===== src/hw/rtl/fxalu_pkg.sv =====
// package for the q24.8 fixed-point alu: command codes, widths and shared types
// depends on nothing

package fxalu_pkg;

  localparam int unsigned WordBits = 32;
  localparam int unsigned FracBits = 8;
  localparam int unsigned DivSteps = WordBits + FracBits;

  typedef enum logic [3:0] {
    CmdFromInt   = 4'd0,
    CmdFromFloat = 4'd1,
    CmdToInt     = 4'd2,
    CmdToFloat   = 4'd3,
    CmdAdd       = 4'd4,
    CmdSub       = 4'd5,
    CmdMul       = 4'd6,
    CmdDiv       = 4'd7,
    CmdCmp       = 4'd8,
    CmdMin       = 4'd9,
    CmdMax       = 4'd10,
    CmdInc       = 4'd11,
    CmdDec       = 4'd12
  } cmd_e;

  // one divider stage token handed from cell to cell
  typedef struct packed {
    logic                valid;
    logic [WordBits-1:0] ma;
    logic [WordBits-1:0] mb;
    logic [DivSteps:0]   rem;
    logic [DivSteps-1:0] quo;
    logic                neg;
  } div_tok_t;

  // result item before the final stage
  typedef struct packed {
    logic [WordBits-1:0] result;
    logic                is_equal;
    logic                is_less;
    logic                is_greater;
    logic                overflow;
    logic                div_by_zero;
  } res_t;

endpackage


===== src/hw/rtl/fxalu_div_cell.sv =====
// one restoring division cell: brings in one dividend bit, subtracts if it fits
// depends on fxalu_pkg

module fxalu_div_cell #(
  parameter int unsigned Step = 0
) (
  input  logic                clk_i,
  input  logic                rst_ni,
  input  logic                en_i,
  input  fxalu_pkg::div_tok_t tok_i,
  output fxalu_pkg::div_tok_t tok_o
);

  localparam int unsigned Steps = fxalu_pkg::DivSteps;
  localparam int unsigned BitIdx = Steps - 1 - Step;

  fxalu_pkg::div_tok_t tok_d, tok_q;
  logic           vld_q;
  logic [Steps:0] shifted;
  logic [Steps:0] diff;
  logic           in_bit;

  // bit of the dividend scaled by the fraction bits
  if (BitIdx >= fxalu_pkg::FracBits) begin : g_bit
    assign in_bit = tok_i.ma[BitIdx - fxalu_pkg::FracBits];
  end else begin : g_pad
    assign in_bit = 1'b0;
  end

  always_comb begin
    shifted = {tok_i.rem[Steps-1:0], in_bit};
    diff    = shifted - {{(Steps + 1 - fxalu_pkg::WordBits){1'b0}}, tok_i.mb};
    tok_d   = tok_i;
    if (!diff[Steps]) begin
      tok_d.rem = diff;
      tok_d.quo = {tok_i.quo[Steps-2:0], 1'b1};
    end else begin
      tok_d.rem = shifted;
      tok_d.quo = {tok_i.quo[Steps-2:0], 1'b0};
    end
  end

  // valid bit under reset, payload free-running when enabled
  always_ff @(posedge clk_i or negedge rst_ni) begin
    if (!rst_ni) begin
      vld_q <= 1'b0;
    end else if (en_i) begin
      vld_q <= tok_i.valid;
    end
  end

  always_ff @(posedge clk_i) begin
    if (en_i) begin
      tok_q <= tok_d;
    end
  end

  always_comb begin
    tok_o       = tok_q;
    tok_o.valid = vld_q;
  end

endmodule


===== config.mk =====
export PLATFORM = sky130hd
export DESIGN_NAME = fxalu_div_cell
export DESIGN_NICKNAME = d
export VERILOG_FILES = /design/src/hw/rtl/fxalu_pkg.sv /design/src/hw/rtl/fxalu_div_cell.sv
export SDC_FILE = /design/constraint.sdc
export NUM_CORES = 1
export LEC_CHECK = 0
export ABC_AREA = 1
export BUFFER_PORTS_ARGS = -buffer_cell sky130_fd_sc_hd__buf_2
export CORE_ASPECT_RATIO = 1.75
export CORE_MARGIN = 10
export CORE_UTILIZATION = 54
export DETAILED_ROUTE_END_ITERATION = 6
export PLACE_DENSITY = 0.86
export SLEW_MARGIN = 10
export SYNTH_ARGS = -nofsm -noshare
export SYNTH_HDL_FRONTEND = slang
export SYNTH_SLANG_ARGS = --single-unit

===== constraint.sdc =====
create_clock -name clk_i -period 2.6 [get_ports clk_i]
set_clock_uncertainty 0.15 [all_clocks]
set_input_delay 0.52 -clock clk_i [delete_from_list [all_inputs] [get_ports clk_i]]
set_output_delay 0.52 -clock clk_i [all_outputs]
set_load 0.01 [all_outputs]

==> flow_summary.ini <==
[hold_path]
min_from = tok_i[7]
min_to = tok_o[8]
worstHoldPathCells = 1
hp-class = input port to register

[critical_path]
r2r_slack_ps = 1720
cpMostUsedCell = nand2_1
cp_cell_sequence = buf_2 -> inv_1 -> ha_1 -> fa_1 -> o21ai_2 -> nand3_1 -> nand2_2 -> nand2_1 -> nand3_2 -> nand2_2 -> nand3_1 -> nand2_4 -> buf_12 -> nand2_1 -> nand2_1
startpoint_type = input port
slowest_stage = fa_1
r2r_start = vld_q
worst_r2r_path_depth = 1
crit_fanout = 24
startpoint = tok_i[145]
endpoint_kind = register
slowest_delay_ps = 430
critical_path_required_ps = 2630
worst_path_dominant_cell_family = simple AND/OR/NAND/NOR gates
critPathBufInv = 3
r2r_end = vld_q
crit_arrival_ps = 2550
critPathKind = input port to register

[logic_synthesis]
synthFlopType = edfxtp_1
ys_top_cells_by_area = edfxtp_1 55%, nand2_1 18%, inv_1 7.4%
synth.distinct_cells = 28
syn_area_per_cell_um2 = 8.594
yosysSeqAreaShare_pct = 55.17
synth_top_area_share_pct = 54.85
syn_area_mm2 = 0.007993
yosys.area.top_type = edfxtp_1
yosysWarnings = 0
ys_async_sr_fraction_pct = 0.6803
yosysMostFrequentCell = nand2_1
ys_ff_latch = 147
syn-num-nets = 1113
synthTopCellsByCount = 377 x nand2_1, 158 x inv_1, 146 x edfxtp_1
syn-instance-count = 930
synth_edf_count = 146

[clocking]
clkTransAtPathRegs_ps = 70
postCtsSetupBuffers = 0
clock_sinks = 147
cts-root-buf = clkbuf_16
cts_made_buffers = 17
ctsLongestPathBuffers = 2
clk_latency_ps = 430
cts_htree_levels = 4
cts_tree = yes

[timing]
slew_violations = 0
min_period_ps = 2518
timing.fmax_mhz = 397.1
slew_headroom_pct = 71.84
tns_ps = 0
finalSetupViolCount = 0
fin_crit_sh_pct = 96.86
worst_slew_pin_slew_ps = 418.0
final-hold-violation-count = 0

[power_and_ir_drop]
p_leak_nw = 5.908
power_density_mw_per_mm2 = 617.3
ir_drop_v = 0.0004392

[cells_and_area]
multi_input_area_mm2 = 0.002889
register_area_mm2 = 0.004409
finalCoreUtilization_pct = 77.55
fillerInstances = 1029
area_growth_pct = 40.12
drive_gt1_share_pct = 33.87
nets = 1543

[floorplan]
io-pin-count = 297
die-area_mm2 = 0.02026
die_y_um = 180.9
coreArea_mm2 = 0.01444
die_x_um = 112.0
num_rows = 58
initial_utilization_pct = 55.35

[grt]
antenna_found_initial = 1
grt.total_usage_pct = 28.95
grt_pass1_wl_um = 45050
grt_pass1_vias = 8279
grt_max_degree = 50
grt-ovfl-total = 0

[run_status]
status = finished, final reports clean

[detailed_routing]
first_pass_iters = 5
ant_nets = 0
remaining_drc_errors = 0
drt-initial-drc-count = 480
dr_total_vias = 7870
vias_per_cell = 5.064
routedWlPerCell_um = 19.37
drt_wl_total_um = 30100

[placed_design]
detailed_place_hpwl_um = 24260
io_buffers = 294
gp_congestion = 1.024

[flow_run]
cap_viol_max_count = 0
## cell type report
| cell class | instances | share of cell area [%] |
|---|---|---|
| multi-input cells | 614 | 25.80 |
| diodes | 1 | 0.02234 |
| clock buffers | 18 | 3.832 |
| clock inverters | 14 | 1.274 |
| flip-flops and latches | 147 | 39.37 |
| repair buffers | 420 | 22.33 |
| inverters | 160 | 5.363 |
| well taps | 180 | 2.011 |
## metrics by stage
step	instances	area, µm²	power, mW	hold WS [ps]	setup slack [ps]
6_report	1554	11200	6.913	110.6	81.68
2_1_floorplan	930	7993	3.651	74.41	78.70
5_1_grt	1554	11200	7.189	97.56	-3.528
3_5_place_dp	1520	10610	4.509	145.7	-299.3
3_3_place_gp	1520	10610	4.448	144.9	-270.7
4_1_cts	1553	11190	6.934	98.76	32.26
## report_power, final
| part | switching [mW] | total, mW | internal, mW |
|---|---|---|---|
| clock network | 1.15 | 2.42 | 1.27 |
| registers | 0.0657 | 2.92 | 2.85 |
| logic | 0.909 | 1.57 | 0.662 |
| total | 2.12 | 6.91 | 4.79 |
## routing by layer
| metal | wire length, µm | GRT usage (%) | part of all wire, % | vias to the layer above |
|---|---|---|---|---|
| met5 | 0 | 0 | 0 | - |
| met4 | 1105 | 12.90 | 3.7 | 0 |
| met3 | 1950 | 6.235 | 6.5 | 63 |
| met2 | 17160 | 57.14 | 57 | 382 |
| met1 | 9883 | 27.04 | 33 | 3642 |
| li1 | - | - | - | 3783 |
## what timing repair did
action                                  4_1_cts  5_1_grt
endpoints found under the setup margin        0       40
resized for setup                             0        2
hold buffers                                  1        0
hold endpoints to repair                      1        0
## logic make-up (layout without fill, tap and decap cells)
logic type                 count (synthesis)  in the layout  share of synthesized area [%]
adders and majority gates                 33             33                          5.260
muxes                                      1              1                         0.1409
and+or+nand+nor                          520            520                          25.77
AOI/OAI and AO/OA                         37             37                          2.411
xor gates and xnor gates                  23             23                          2.520
other                                      0              1                              0
buffers and inverters                    169            612                          8.735
DFF                                      147            147                          55.17
## cells in the final DEF, fill, tap and decap left out, drive strengths merged
| master | n |
|---|---|
| clkinv | 4 |
| o21ai | 12 |
| nand2 | 384 |
| a21boi | 1 |
| clkbuf | 18 |
| and2 | 1 |
| nor3 | 5 |
| or2 | 1 |
| nand3 | 41 |
| mux2 | 1 |
| nand4 | 1 |
| ha | 32 |
| buf | 419 |
| nand2b | 1 |
| fa | 1 |
| xor2 | 20 |
| inv | 168 |
| a21oi | 22 |
| o21bai | 2 |
| xnor2 | 3 |
| clkinvlp | 2 |
| dfrtp | 1 |
| dlygate4sd3 | 1 |
| nor2 | 86 |
| diode | 1 |
| edfxtp | 146 |
## worst max path at each step
stage          depth (start not counted)        end
2_1_floorplan                         14  tok_o[46]
3_3_place_gp                          15  tok_o[43]
3_5_place_dp                          15  tok_o[47]
4_1_cts                               15  tok_o[47]
5_1_grt                               15  tok_o[48]
6_report                              15  tok_o[47]
## flip-flops by register name, indices dropped and copies added, names as in the netlist
| signal | cells |
|---|---|
| tok_o | 146 |
| vld_q | 1 |
(Power assumes the default switching activity.)
